==> config.mk <==
export PLATFORM = sky130hd
export DESIGN_NAME = bezier_curve_sampler_core_flat
export DESIGN_NICKNAME = d
export VERILOG_FILES = /design/src/rtl/bcs_pkg.sv /design/src/rtl/bcs_in_if.sv /design/src/rtl/bcs_out_if.sv /design/src/rtl/bezier_curve_sampler_core.sv /design/src/rtl/bcs_datapath.sv /design/src/rtl/bcs_controller.sv /design/src/flat_wrapper.sv
export SDC_FILE = /design/constraint.sdc
export NUM_CORES = 2
export LEC_CHECK = 0
export ABC_CLOCK_PERIOD_IN_PS = 8900
export BUFFER_PORTS_ARGS = -buffer_cell sky130_fd_sc_hd__buf_2
export CAP_MARGIN = 30
export CORE_MARGIN = 5
export CORE_UTILIZATION = 50
export DETAILED_ROUTE_END_ITERATION = 8
export PLACE_DENSITY = 0.67
export SLEW_MARGIN = 10
export SYNTH_ARGS = -nofsm -noshare
export SYNTH_HDL_FRONTEND = slang
export SYNTH_HIERARCHICAL = 1
export SYNTH_SLANG_ARGS = --single-unit
==> constraint.sdc <==
create_clock -name clk_i -period 8.9 [get_ports clk_i]
set_clock_uncertainty 0.15 [all_clocks]
set_input_delay 1.78 -clock clk_i [delete_from_list [all_inputs] [get_ports clk_i]]
set_output_delay 1.78 -clock clk_i [all_outputs]
set_load 0.1 [all_outputs]
==> src/rtl/bcs_pkg.sv <==
package bcs_pkg;

  // Highest supported curve order and number of control points per item.
  localparam int unsigned MaxOrder  = 4;
  localparam int unsigned NumPoints = MaxOrder + 1;

  // Widths fixed by the register and result formats.
  localparam int unsigned OrderW  = 3;
  localparam int unsigned CountW  = 6;
  localparam int unsigned CfgIdxW = 1;
  localparam int unsigned CfgDataW = 6;

  // Register indexes on the configuration port.
  localparam logic [CfgIdxW-1:0] CfgCurveOrder  = 1'b0;
  localparam logic [CfgIdxW-1:0] CfgSampleCount = 1'b1;

  // Register values after reset.
  localparam logic [OrderW-1:0] OrderReset = 3'd3;
  localparam logic [CountW-1:0] CountReset = 6'd16;

  // Controller states.
  typedef enum logic [2:0] {
    ST_IDLE,
    ST_DIV,
    ST_LOAD,
    ST_MUL,
    ST_ACC,
    ST_DROP,
    ST_EMIT
  } state_e;

  // Commands from the controller to the datapath.
  typedef struct packed {
    logic              capture;   // store the control points of a new item
    logic              div_init;  // start 2^F / n and reset the step accumulator
    logic              div_step;  // one quotient bit
    logic              t_step;    // advance t to the next sample
    logic              load;      // copy control points into the working set
    logic              mul;       // register (w1 - w0) * t
    logic              acc;       // w0 + round(product), shift, insert result
    logic              drop;      // shift out the stale entry at a stage end
    logic [OrderW-1:0] ins_idx;   // slot that takes the new lerp result
  } dp_cmd_t;

endpackage

==> src/rtl/bcs_in_if.sv <==
interface bcs_in_if #(
  parameter int unsigned COORD_WIDTH = 16
);
  logic                          valid;
  logic                          ready;
  logic signed [COORD_WIDTH-1:0] p0_x;
  logic signed [COORD_WIDTH-1:0] p0_y;
  logic signed [COORD_WIDTH-1:0] p1_x;
  logic signed [COORD_WIDTH-1:0] p1_y;
  logic signed [COORD_WIDTH-1:0] p2_x;
  logic signed [COORD_WIDTH-1:0] p2_y;
  logic signed [COORD_WIDTH-1:0] p3_x;
  logic signed [COORD_WIDTH-1:0] p3_y;
  logic signed [COORD_WIDTH-1:0] p4_x;
  logic signed [COORD_WIDTH-1:0] p4_y;

  modport source (
    output valid, p0_x, p0_y, p1_x, p1_y, p2_x, p2_y, p3_x, p3_y, p4_x, p4_y,
    input  ready
  );
  modport sink (
    input  valid, p0_x, p0_y, p1_x, p1_y, p2_x, p2_y, p3_x, p3_y, p4_x, p4_y,
    output ready
  );
endinterface

==> src/rtl/bcs_out_if.sv <==
interface bcs_out_if #(
  parameter int unsigned COORD_WIDTH = 16
);
  logic                          valid;
  logic                          ready;
  logic signed [COORD_WIDTH-1:0] curve_x;
  logic signed [COORD_WIDTH-1:0] curve_y;
  logic [5:0]                    sample_index;
  logic                          last_point;

  modport source (
    output valid, curve_x, curve_y, sample_index, last_point,
    input  ready
  );
  modport sink (
    input  valid, curve_x, curve_y, sample_index, last_point,
    output ready
  );
endinterface

==> src/rtl/bezier_curve_sampler_core.sv <==
// Channel   Dir  Payload
// in_ch     in   p0_x p0_y p1_x p1_y p2_x p2_y p3_x p3_y p4_x p4_y
// out_ch    out  curve_x curve_y sample_index last_point
// cfg       in   cfg_we_i cfg_idx_i cfg_data_i (curve_order, sample_count)
//
// Each item first runs a serial division of 2^F by n, then computes each point
// on the two shared multipliers (x and y lanes), n+1 points in all. A new item
// is taken only once the last point left.
// Reset restores curve_order = 3 and sample_count = 16.
// A stalled output simply holds the current point; no work is lost.
module bezier_curve_sampler_core #(
  parameter int unsigned COORD_WIDTH     = 16,
  parameter int unsigned T_FRACTION_BITS = 16
) (
  input  logic                          clk_i,
  input  logic                          rst_ni,
  input  logic                          cfg_we_i,
  input  logic [bcs_pkg::CfgIdxW-1:0]   cfg_idx_i,
  input  logic [bcs_pkg::CfgDataW-1:0]  cfg_data_i,
  bcs_in_if.sink                        in_ch,
  bcs_out_if.source                     out_ch
);
  import bcs_pkg::*;

  logic [OrderW-1:0] order_q;
  logic [CountW-1:0] count_q;
  logic [OrderW-1:0] order_eff;
  logic [CountW-1:0] count_eff;
  dp_cmd_t           cmd;

  logic signed [COORD_WIDTH-1:0] pts_x [NumPoints];
  logic signed [COORD_WIDTH-1:0] pts_y [NumPoints];

  // Configuration registers.
  always_ff @(posedge clk_i or negedge rst_ni) begin
    if (!rst_ni) begin
      order_q <= OrderReset;
      count_q <= CountReset;
    end else if (cfg_we_i) begin
      unique case (cfg_idx_i)
        CfgCurveOrder:  order_q <= cfg_data_i[OrderW-1:0];
        CfgSampleCount: count_q <= cfg_data_i[CountW-1:0];
        default: ;
      endcase
    end
  end

  // Order clamps to linear..quartic, a zero sample count acts as one.
  always_comb begin
    if (order_q == '0) begin
      order_eff = OrderW'(1);
    end else if (order_q > OrderW'(MaxOrder)) begin
      order_eff = OrderW'(MaxOrder);
    end else begin
      order_eff = order_q;
    end
    count_eff = (count_q == '0) ? CountW'(1) : count_q;
  end

  // Control points gathered into arrays for the datapath.
  assign pts_x = '{in_ch.p0_x, in_ch.p1_x, in_ch.p2_x, in_ch.p3_x, in_ch.p4_x};
  assign pts_y = '{in_ch.p0_y, in_ch.p1_y, in_ch.p2_y, in_ch.p3_y, in_ch.p4_y};

  bcs_controller #(
    .T_FRACTION_BITS (T_FRACTION_BITS)
  ) u_ctrl (
    .clk_i          (clk_i),
    .rst_ni         (rst_ni),
    .order_i        (order_eff),
    .count_i        (count_eff),
    .in_valid_i     (in_ch.valid),
    .in_ready_o     (in_ch.ready),
    .out_valid_o    (out_ch.valid),
    .out_ready_i    (out_ch.ready),
    .sample_index_o (out_ch.sample_index),
    .last_point_o   (out_ch.last_point),
    .cmd_o          (cmd)
  );

  bcs_datapath #(
    .COORD_WIDTH     (COORD_WIDTH),
    .T_FRACTION_BITS (T_FRACTION_BITS)
  ) u_dp (
    .clk_i     (clk_i),
    .rst_ni    (rst_ni),
    .cmd_i     (cmd),
    .count_i   (count_eff),
    .pts_x_i   (pts_x),
    .pts_y_i   (pts_y),
    .curve_x_o (out_ch.curve_x),
    .curve_y_o (out_ch.curve_y)
  );

  // The block never takes an item while it still offers a point.
  a_no_overlap: assert property (@(posedge clk_i) disable iff (!rst_ni)
    !(in_ch.ready && out_ch.valid))
    else $error("input ready while a point is offered");

  // The last point carries the final step index.
  a_last_index: assert property (@(posedge clk_i) disable iff (!rst_ni)
    out_ch.valid && out_ch.last_point |-> out_ch.sample_index == count_eff)
    else $error("last point with wrong step index");

  // An accepted item closes the input until its points are done.
  a_busy_after_accept: assert property (@(posedge clk_i) disable iff (!rst_ni)
    in_ch.valid && in_ch.ready |=> !in_ch.ready)
    else $error("input reopened right after an item");

  // A point other than the last is followed by more work, not by idle.
  a_more_points: assert property (@(posedge clk_i) disable iff (!rst_ni)
    out_ch.valid && out_ch.ready && !out_ch.last_point |=> !in_ch.ready)
    else $error("item ended before its last point");

endmodule

==> src/rtl/bcs_datapath.sv <==
module bcs_datapath #(
  parameter int unsigned COORD_WIDTH     = 16,
  parameter int unsigned T_FRACTION_BITS = 16
) (
  input  logic                                clk_i,
  input  logic                                rst_ni,
  input  bcs_pkg::dp_cmd_t                    cmd_i,
  input  logic [bcs_pkg::CountW-1:0]          count_i,
  input  logic signed [COORD_WIDTH-1:0]       pts_x_i [bcs_pkg::NumPoints],
  input  logic signed [COORD_WIDTH-1:0]       pts_y_i [bcs_pkg::NumPoints],
  output logic signed [COORD_WIDTH-1:0]       curve_x_o,
  output logic signed [COORD_WIDTH-1:0]       curve_y_o
);
  import bcs_pkg::*;

  localparam int unsigned CW     = COORD_WIDTH;
  localparam int unsigned F      = T_FRACTION_BITS;
  localparam int unsigned TW     = F + 1;
  localparam int unsigned PROD_W = CW + F + 3;
  localparam int unsigned Lanes  = 2;

  // Captured control points, lane 0 is x and lane 1 is y.
  logic signed [CW-1:0] pin_q [Lanes][NumPoints];
  // Working set of de Casteljau's scheme.
  logic signed [CW-1:0] w_q   [Lanes][NumPoints];
  logic signed [CW-1:0] w_d   [Lanes][NumPoints];
  // Registered products, one multiplier per lane.
  logic signed [PROD_W-1:0] prod_q [Lanes];
  logic signed [PROD_W-1:0] prod_d [Lanes];
  logic signed [CW-1:0]     lerp   [Lanes];

  // Divider for 2^F / n, one quotient bit per cycle.
  logic [CountW-1:0] div_rem_q, div_rem_d;
  logic [TW-1:0]     div_quo_q, div_quo_d;
  logic              div_first_q;
  logic [CountW:0]   div_trial;
  logic              div_ge;

  // t kept as quotient and remainder of (k * 2^F + n/2) / n.
  logic [TW-1:0]     t_q, t_d;
  logic [CountW-1:0] tr_q, tr_d;
  logic [CountW:0]   tr_sum;
  logic              tr_wrap;

  // Restoring division step; the dividend 2^F has a one only in its top bit.
  always_comb begin
    div_trial = {div_rem_q, div_first_q};
    div_ge    = (div_trial >= {1'b0, count_i});
    div_rem_d = div_ge ? CountW'(div_trial - {1'b0, count_i}) : CountW'(div_trial);
    div_quo_d = {div_quo_q[TW-2:0], div_ge};
  end

  always_ff @(posedge clk_i or negedge rst_ni) begin
    if (!rst_ni) begin
      div_first_q <= 1'b0;
    end else if (cmd_i.div_init) begin
      div_first_q <= 1'b1;
    end else if (cmd_i.div_step) begin
      div_first_q <= 1'b0;
    end
  end

  always_ff @(posedge clk_i) begin
    if (cmd_i.div_init) begin
      div_rem_q <= '0;
      div_quo_q <= '0;
    end else if (cmd_i.div_step) begin
      div_rem_q <= div_rem_d;
      div_quo_q <= div_quo_d;
    end
  end

  // Exact step of t: add quotient and remainder of 2^F / n, carry on wrap.
  always_comb begin
    tr_sum  = {1'b0, tr_q} + {1'b0, div_rem_q};
    tr_wrap = (tr_sum >= {1'b0, count_i});
    tr_d    = tr_wrap ? CountW'(tr_sum - {1'b0, count_i}) : CountW'(tr_sum);
    t_d     = TW'(t_q + div_quo_q + TW'(tr_wrap));
  end

  always_ff @(posedge clk_i) begin
    if (cmd_i.div_init) begin
      t_q  <= '0;
      tr_q <= count_i >> 1;
    end else if (cmd_i.t_step) begin
      t_q  <= t_d;
      tr_q <= tr_d;
    end
  end

  // Multiply the difference of the two front points by t, then round and add.
  always_comb begin
    logic signed [CW:0]     diff;
    logic signed [PROD_W-1:0] rsum;
    logic signed [PROD_W-1:0] shifted;
    for (int l = 0; l < Lanes; l++) begin
      diff      = {w_q[l][1][CW-1], w_q[l][1]} - {w_q[l][0][CW-1], w_q[l][0]};
      prod_d[l] = diff * $signed({1'b0, t_q});
      rsum      = prod_q[l] + $signed(PROD_W'(1) << (F - 1));
      shifted   = rsum >>> F;
      lerp[l]   = w_q[l][0] + shifted[CW-1:0];
    end
  end

  // Working set update: load, shift with insert, or plain shift.
  always_comb begin
    for (int l = 0; l < Lanes; l++) begin
      w_d[l] = w_q[l];
      if (cmd_i.load) begin
        w_d[l] = pin_q[l];
      end else if (cmd_i.acc || cmd_i.drop) begin
        for (int j = 0; j < NumPoints - 1; j++) begin
          w_d[l][j] = w_q[l][j+1];
        end
        if (cmd_i.acc) begin
          w_d[l][cmd_i.ins_idx] = lerp[l];
        end
      end
    end
  end

  always_ff @(posedge clk_i) begin
    if (cmd_i.capture) begin
      pin_q[0] <= pts_x_i;
      pin_q[1] <= pts_y_i;
    end
    if (cmd_i.mul) begin
      prod_q <= prod_d;
    end
    w_q <= w_d;
  end

  // The front entry holds the finished point while it is offered.
  assign curve_x_o = w_q[0][0];
  assign curve_y_o = w_q[1][0];

endmodule

==> src/rtl/bcs_controller.sv <==
module bcs_controller #(
  parameter int unsigned T_FRACTION_BITS = 16
) (
  input  logic                        clk_i,
  input  logic                        rst_ni,
  input  logic [bcs_pkg::OrderW-1:0]  order_i,
  input  logic [bcs_pkg::CountW-1:0]  count_i,
  input  logic                        in_valid_i,
  output logic                        in_ready_o,
  output logic                        out_valid_o,
  input  logic                        out_ready_i,
  output logic [bcs_pkg::CountW-1:0]  sample_index_o,
  output logic                        last_point_o,
  output bcs_pkg::dp_cmd_t            cmd_o
);
  import bcs_pkg::*;

  localparam int unsigned DivSteps = T_FRACTION_BITS + 1;
  localparam int unsigned DcntW    = $clog2(DivSteps + 1);

  state_e            state_q, state_d;
  logic [CountW-1:0] k_q, k_d;
  logic [OrderW-1:0] s_q, s_d;
  logic [OrderW-1:0] i_q, i_d;
  logic [DcntW-1:0]  dcnt_q, dcnt_d;

  logic in_fire, out_fire, div_done, stage_end, last_k;

  assign in_fire   = in_valid_i && (state_q == ST_IDLE);
  assign out_fire  = out_ready_i && (state_q == ST_EMIT);
  assign div_done  = (dcnt_q == DcntW'(DivSteps - 1));
  assign stage_end = (i_q == OrderW'(s_q - OrderW'(1)));
  assign last_k    = (k_q == count_i);

  // Next state.
  always_comb begin
    state_d = state_q;
    unique case (state_q)
      ST_IDLE: if (in_valid_i) state_d = ST_DIV;
      ST_DIV:  if (div_done) state_d = ST_LOAD;
      ST_LOAD: state_d = ST_MUL;
      ST_MUL:  state_d = ST_ACC;
      ST_ACC:  state_d = stage_end ? ST_DROP : ST_MUL;
      ST_DROP: state_d = (s_q == OrderW'(1)) ? ST_EMIT : ST_MUL;
      ST_EMIT: begin
        if (out_ready_i) state_d = last_k ? ST_IDLE : ST_LOAD;
      end
      default: state_d = ST_IDLE;
    endcase
  end

  // Counters for divider steps, sample, stage and lerp position.
  always_comb begin
    k_d    = k_q;
    s_d    = s_q;
    i_d    = i_q;
    dcnt_d = dcnt_q;
    if (in_fire) begin
      k_d    = '0;
      dcnt_d = '0;
    end
    if (state_q == ST_DIV) begin
      dcnt_d = DcntW'(dcnt_q + DcntW'(1));
    end
    if (state_q == ST_LOAD) begin
      s_d = order_i;
      i_d = '0;
    end
    if (state_q == ST_ACC) begin
      i_d = OrderW'(i_q + OrderW'(1));
    end
    if (state_q == ST_DROP) begin
      s_d = OrderW'(s_q - OrderW'(1));
      i_d = '0;
    end
    if (out_fire && !last_k) begin
      k_d = CountW'(k_q + CountW'(1));
    end
  end

  // Datapath commands and handshake outputs.
  always_comb begin
    cmd_o          = '0;
    cmd_o.ins_idx  = s_q;
    cmd_o.capture  = in_fire;
    cmd_o.div_init = in_fire;
    cmd_o.div_step = (state_q == ST_DIV);
    cmd_o.load     = (state_q == ST_LOAD);
    cmd_o.mul      = (state_q == ST_MUL);
    cmd_o.acc      = (state_q == ST_ACC);
    cmd_o.drop     = (state_q == ST_DROP);
    cmd_o.t_step   = out_fire && !last_k;
    in_ready_o     = (state_q == ST_IDLE);
    out_valid_o    = (state_q == ST_EMIT);
    sample_index_o = k_q;
    last_point_o   = last_k;
  end

  always_ff @(posedge clk_i or negedge rst_ni) begin
    if (!rst_ni) begin
      state_q <= ST_IDLE;
      k_q     <= '0;
      s_q     <= '0;
      i_q     <= '0;
      dcnt_q  <= '0;
    end else begin
      state_q <= state_d;
      k_q     <= k_d;
      s_q     <= s_d;
      i_q     <= i_d;
      dcnt_q  <= dcnt_d;
    end
  end

endmodule

==> src/flat_wrapper.sv <==
// flat-port wrapper written by rule: the top's interface ports become plain ports
module bezier_curve_sampler_core_flat import bcs_pkg::*;
#(
  parameter int unsigned COORD_WIDTH     = 16,
  parameter int unsigned T_FRACTION_BITS = 16
)
  (clk_i, rst_ni, cfg_we_i, cfg_idx_i, cfg_data_i, in_ch_valid, in_ch_p0_x, in_ch_p0_y, in_ch_p1_x, in_ch_p1_y, in_ch_p2_x, in_ch_p2_y, in_ch_p3_x, in_ch_p3_y, in_ch_p4_x, in_ch_p4_y, in_ch_ready, out_ch_valid, out_ch_curve_x, out_ch_curve_y, out_ch_sample_index, out_ch_last_point, out_ch_ready);
  bcs_in_if #(.COORD_WIDTH(COORD_WIDTH)) in_ch_i ();
  bcs_out_if #(.COORD_WIDTH(COORD_WIDTH)) out_ch_i ();
  input  logic clk_i;
  input  logic rst_ni;
  input  logic cfg_we_i;
  input  logic [bcs_pkg::CfgIdxW-1:0] cfg_idx_i;
  input  logic [bcs_pkg::CfgDataW-1:0] cfg_data_i;
  input wire logic [$bits(in_ch_i.valid)-1:0] in_ch_valid;
  input wire logic [$bits(in_ch_i.p0_x)-1:0] in_ch_p0_x;
  input wire logic [$bits(in_ch_i.p0_y)-1:0] in_ch_p0_y;
  input wire logic [$bits(in_ch_i.p1_x)-1:0] in_ch_p1_x;
  input wire logic [$bits(in_ch_i.p1_y)-1:0] in_ch_p1_y;
  input wire logic [$bits(in_ch_i.p2_x)-1:0] in_ch_p2_x;
  input wire logic [$bits(in_ch_i.p2_y)-1:0] in_ch_p2_y;
  input wire logic [$bits(in_ch_i.p3_x)-1:0] in_ch_p3_x;
  input wire logic [$bits(in_ch_i.p3_y)-1:0] in_ch_p3_y;
  input wire logic [$bits(in_ch_i.p4_x)-1:0] in_ch_p4_x;
  input wire logic [$bits(in_ch_i.p4_y)-1:0] in_ch_p4_y;
  output wire logic [$bits(in_ch_i.ready)-1:0] in_ch_ready;
  output wire logic [$bits(out_ch_i.valid)-1:0] out_ch_valid;
  output wire logic [$bits(out_ch_i.curve_x)-1:0] out_ch_curve_x;
  output wire logic [$bits(out_ch_i.curve_y)-1:0] out_ch_curve_y;
  output wire logic [$bits(out_ch_i.sample_index)-1:0] out_ch_sample_index;
  output wire logic [$bits(out_ch_i.last_point)-1:0] out_ch_last_point;
  input wire logic [$bits(out_ch_i.ready)-1:0] out_ch_ready;
  assign in_ch_i.valid = in_ch_valid;
  assign in_ch_i.p0_x = in_ch_p0_x;
  assign in_ch_i.p0_y = in_ch_p0_y;
  assign in_ch_i.p1_x = in_ch_p1_x;
  assign in_ch_i.p1_y = in_ch_p1_y;
  assign in_ch_i.p2_x = in_ch_p2_x;
  assign in_ch_i.p2_y = in_ch_p2_y;
  assign in_ch_i.p3_x = in_ch_p3_x;
  assign in_ch_i.p3_y = in_ch_p3_y;
  assign in_ch_i.p4_x = in_ch_p4_x;
  assign in_ch_i.p4_y = in_ch_p4_y;
  assign in_ch_ready = in_ch_i.ready;
  assign out_ch_valid = out_ch_i.valid;
  assign out_ch_curve_x = out_ch_i.curve_x;
  assign out_ch_curve_y = out_ch_i.curve_y;
  assign out_ch_sample_index = out_ch_i.sample_index;
  assign out_ch_last_point = out_ch_i.last_point;
  assign out_ch_i.ready = out_ch_ready;
  bezier_curve_sampler_core #(.COORD_WIDTH(COORD_WIDTH), .T_FRACTION_BITS(T_FRACTION_BITS)) u_core (.clk_i(clk_i), .rst_ni(rst_ni), .cfg_we_i(cfg_we_i), .cfg_idx_i(cfg_idx_i), .cfg_data_i(cfg_data_i), .in_ch(in_ch_i), .out_ch(out_ch_i));
endmodule
==> results by stage <==
Outcome:
- The flow ran to the end, and the final reports show no timing, DRC or antenna violations.

Floorplan:
- The die width is 293 um.
- The number of rows created at floorplan is 103.
- The core footprint is 79300 um^2.
- The die is 293 um tall.
- The number of top-level pins is 213.
- The die covers 85900 um^2.
- The initial utilization of the core area, before any placement, comes to 50.5%.

Timing:
- Measured against its own limit, the worst slew margin works out to 34.1%.
- Setup repair after global routing left no endpoint under its margin.
- Setup total negative slack on the finished layout was measured at 0 ns.
- Setup violations remaining at the end of the flow were counted as 0.
- The number of max-slew violations in the final report is 0.
- The worst setup margin is 0.461 ns.
- For this run, the top clock speed supported by timing is 0.118 GHz.
- The worst hold slack after final layout is 0.350 ns.
- The share of the clock period used by the worst path is 94.8%.
- The number of hold violations in the final report came to 0.
- At the pin with the least slew margin, the transition time is 0.987 ns.
- Counting I/O delays and the setup requirement, the final critical path takes 8.44 ns.

Pwr:
- The worst-case IR drop observed on VDD is 0.000201 V.
- The ratio of total power to cell area is 97.4 nW/um^2.
- The analysis attributes to cell leakage a power of 19.5 nW.

Clocking:
- CTS saw 430 sinks.
- The clock latency at the later pin of the worst-skew pair is 0.61 ns.
- The clock slew at the register clock pins of the worst setup and hold paths is 0.06 ns.
- The buffer cell driving the clock tree root is sky130_fd_sc_hd__clkbuf_16.
- Post-CTS timing repair inserted 0 buffers for setup.
- The total clock buffers created by CTS is 47.
- In this run, post-CTS hold repair placed 0 buffers.
- Gates resized during post-CTS repair numbered 0.
- The clock passes through at most 3 buffers.
- The H-tree was split into 2 levels.
- The TritonCTS clock tree is yes.

Critical path:
- The destination of the critical timing path is u_core/u_dp/prod_q[30]$_DFFE_PP_.
- The class of the most critical setup path is flip-flop to flip-flop.
- Data arrives at the worst endpoint at 8.61 ns.
- The startpoint identified for the worst register-to-register timing path is u_core/u_dp/curve_y_o[0]$_DFFE_PP_.
- The sort of element at the end of the critical path is a flip-flop.
- The number of gates on the worst path with buffers counted is 30.
- Along the worst path, the maximum fanout reaches 17.
- The cell type with the highest occurrence count on the critical path is sky130_fd_sc_hd__fa_1.
- The number of cells on the worst reg-to-reg path is 30.
- The slowest stage of the critical path is the sky130_fd_sc_hd__fa_1 cell.
- The start point of the critical path is u_core/u_dp/curve_y_o[0]$_DFFE_PP_.
- Grouping stages by cell kind, the critical path spends the most delay in adder cells.
- The kind of start point of the critical path is a flip-flop.
- The sum of buffers and inverters on the critical path is 5.
- The required time of the critical path is 9.07 ns.
- In this run the critical register-to-register path is captured at u_core/u_dp/prod_q[30]$_DFFE_PP_.
- The delay of the slowest cell on the worst path is 0.52 ns.
- The worst register-to-register path has a setup slack of 0.46 ns.

Placement:
- Counting tap cells, the placed design contains a total of 5152 instances.
- The placed wire-length estimate after detailed placement is 72.3 mm.
- At the end of routability-driven placement, the weighted congestion stood at 0.877.
- The port buffer count is 212.
- Before CTS, the worst setup slack after placement is 0.282 ns.
- Summing all placed instances gives a cell area of 42200 um^2.

GRT:
- The maximum number of pins on one net before global-route repair is 238.
- The number of global-route vias before repair is 29400.
- The aggregate global routing overflow is 0.
- The number of antenna violations at the first check in global routing is 0.
- The all-layer global routing usage is 22.3%.
- The global-route wire length before repair is 155 mm.

Synth:
- Summing the sequential cell areas from Yosys gives 30.9% of the chip area.
- For this run, the leading register cell type out of synthesis is sky130_fd_sc_hd__edfxtp_1.
- For this run, asynchronously set or reset flops after synthesis account for 6.98%.
- The post-synthesis cell count is 4018.
- The total standard cell area after synthesis is 40000 um^2.
- The synthesized design contains 430 register bits.
- The synthesized area divided by synthesized cell count is 9.97 um^2.
- Synthesis instantiated 86 different standard cells from the library.
- The number of enable-type register cells in the synthesized netlist is 359.
- The warning count from the yosys run is 6.
- The number of nets handed over by synthesis was 4960.

Cells and area:
- The ratio of cells with drive above 1 in the final layout is 9.65%.
- The finished layout holds 5238 standard cells, fillers aside.
- The multi-input combinational cells in the finished layout cover a total of 24400 um^2.
- After filler insertion, the fill cell instance count of the layout stands at 6989.
- The count of antenna diodes in the layout is 0.
- The area added between synthesis and finish is 9.36%.
- Leaving out fill and tap cells, the most frequent cells in the layout are sky130_fd_sc_hd__inv_1, sky130_fd_sc_hd__nand2_1, sky130_fd_sc_hd__fa_1.
- The most common cell after layout, fill and taps aside is sky130_fd_sc_hd__inv_1.
- The register area is 12400 um^2.
- After routing the design area is 43800 um^2.
- The final net count is 5095.

Hold path:
- The path class of the lowest-slack min-delay path is flip-flop to flip-flop.

Detailed routing:
- In the routed design, unresolved DRC markers number 0.
- In the final routed layout, each cell accounts on average for 18.1 um.
- The number of vias after detailed routing is 27900.
- In the routed layout, each cell is associated on average with a via count of 5.33.
- The pre-antenna-repair detailed-routing pass consisted of 6 iterations.
- The routed design has 94.6 mm of wire.
- Once detail routing completed, the nets flagged for antenna violations numbered 0.
- After the first detailed-routing iteration, the DRC count stood at 1798.

Run:
- Across the run, the number of max-cap violations was 0.
## synthesized netlist by cell type, types with 34 or more instances
library cell               instances  area share (%)
sky130_fd_sc_hd__xnor2_1          99             2.2
sky130_fd_sc_hd__a21o_1           36            0.67
sky130_fd_sc_hd__nor2b_1          96             1.5
sky130_fd_sc_hd__and2_1          188             2.9
sky130_fd_sc_hd__dfxtp_1          41             2.0
sky130_fd_sc_hd__inv_1           653             6.1
sky130_fd_sc_hd__fa_1            455              23
sky130_fd_sc_hd__ha_1            315             9.8
sky130_fd_sc_hd__a21oi_1         153             1.9
sky130_fd_sc_hd__edfxtp_1        359              27
sky130_fd_sc_hd__mux2i_1          93             2.3
sky130_fd_sc_hd__nand3_1          52            0.65
sky130_fd_sc_hd__nand2b_1         45            0.70
sky130_fd_sc_hd__xor2_1           48             1.0
sky130_fd_sc_hd__nor2_1          189             1.8
sky130_fd_sc_hd__clkbuf_1        162             1.5
sky130_fd_sc_hd__o21ai_0         170             2.1
sky130_fd_sc_hd__buf_4            34            0.64
sky130_fd_sc_hd__nand2_1         493             4.6
## metrics by stage
| stage | util [%] | power [mW] |
|---|---|---|
| after global routing | 55.3 | 4.40 |
| after global placement | 53.2 | 2.34 |
| final | 55.3 | 4.27 |
| after detailed placement | 53.2 | 2.34 |
| after CTS | 55.2 | 4.31 |
| after floorplan | - | 2.29 |
## routing by layer
metal	GRT usage (%)	wire length [um]
met4	5.90	2690
met3	3.89	5700
met2	38.4	45900
met5	0	0
met1	29.5	40300
## logic make-up after synthesis
family | share of synthesized area [%]
muxes | 2.61
AOI/OAI and AO/OA | 8.03
xor gates and xnor gates | 3.37
buffers and inverters | 8.41
DFF | 30.9
adders and majority gates | 32.6
and+or+nand+nor | 14.1
## sequential cells by signal (all words and copies together), names as in the netlist, 5 cells and up
name                          cells
u_core/u_dp/pin_q               160
u_core/u_dp/w_q                 128
u_core/u_dp/tr_q                  6
u_core/u_dp/div_quo_q            17
u_core/u_dp/div_rem_q             6
u_core/u_dp/curve_y_o            16
u_core/count_q                    6
u_core/u_dp/prod_q               34
u_core/u_ctrl/dcnt_q              5
u_core/u_dp/curve_x_o            16
u_core/u_dp/t_q                  17
u_core/u_ctrl/sample_index_o      6
## tightest hold or removal path, cell delays in order (launching register included)
cell                      delay [ns]
sky130_fd_sc_hd__dfxtp_1        0.33
sky130_fd_sc_hd__mux2i_1        0.07
sky130_fd_sc_hd__nor2_1         0.07
## worst min-delay path by stage
stage | startpoint | to | slack (ns) | cells after the start
after floorplan | u_core/u_dp/tr_q[5]$_SDFFE_PP0P_ | u_core/u_dp/tr_q[5]$_SDFFE_PP0P_ | 0.31 | 2
after global placement | u_core/u_dp/tr_q[5]$_SDFFE_PP0P_ | u_core/u_dp/tr_q[5]$_SDFFE_PP0P_ | 0.33 | 2
after detailed placement | u_core/u_dp/tr_q[5]$_SDFFE_PP0P_ | u_core/u_dp/tr_q[5]$_SDFFE_PP0P_ | 0.35 | 2
after CTS | u_core/u_ctrl/i_q[2]$_DFFE_PN0P_ | u_core/u_ctrl/i_q[2]$_DFFE_PN0P_ | 0.36 | 1
after global routing | u_core/u_ctrl/i_q[2]$_DFFE_PN0P_ | u_core/u_ctrl/i_q[2]$_DFFE_PN0P_ | 0.39 | 1
final | u_core/u_dp/tr_q[5]$_SDFFE_PP0P_ | u_core/u_dp/tr_q[5]$_SDFFE_PP0P_ | 0.35 | 2
## area by class of cell
class | instances | share of cell area (%)
Timing Repair Buffer | 293 | 3.96
Clock inverter | 26 | 0.789
Tap cell | 1050 | 3.00
Sequential cell | 430 | 28.2
Clock buffer | 58 | 2.78
Inverter | 654 | 5.62
Multi-Input combinational cell | 2727 | 55.6
## power by group
| part | internal, mW | switching, mW | total [mW] |
|---|---|---|---|
| registers | 2.17 | 0.00808 | 2.18 |
| logic | 0.0627 | 0.0571 | 0.120 |
| clock network | 1.15 | 0.812 | 1.97 |
Note: power is estimated with default switching activity, not from simulation.
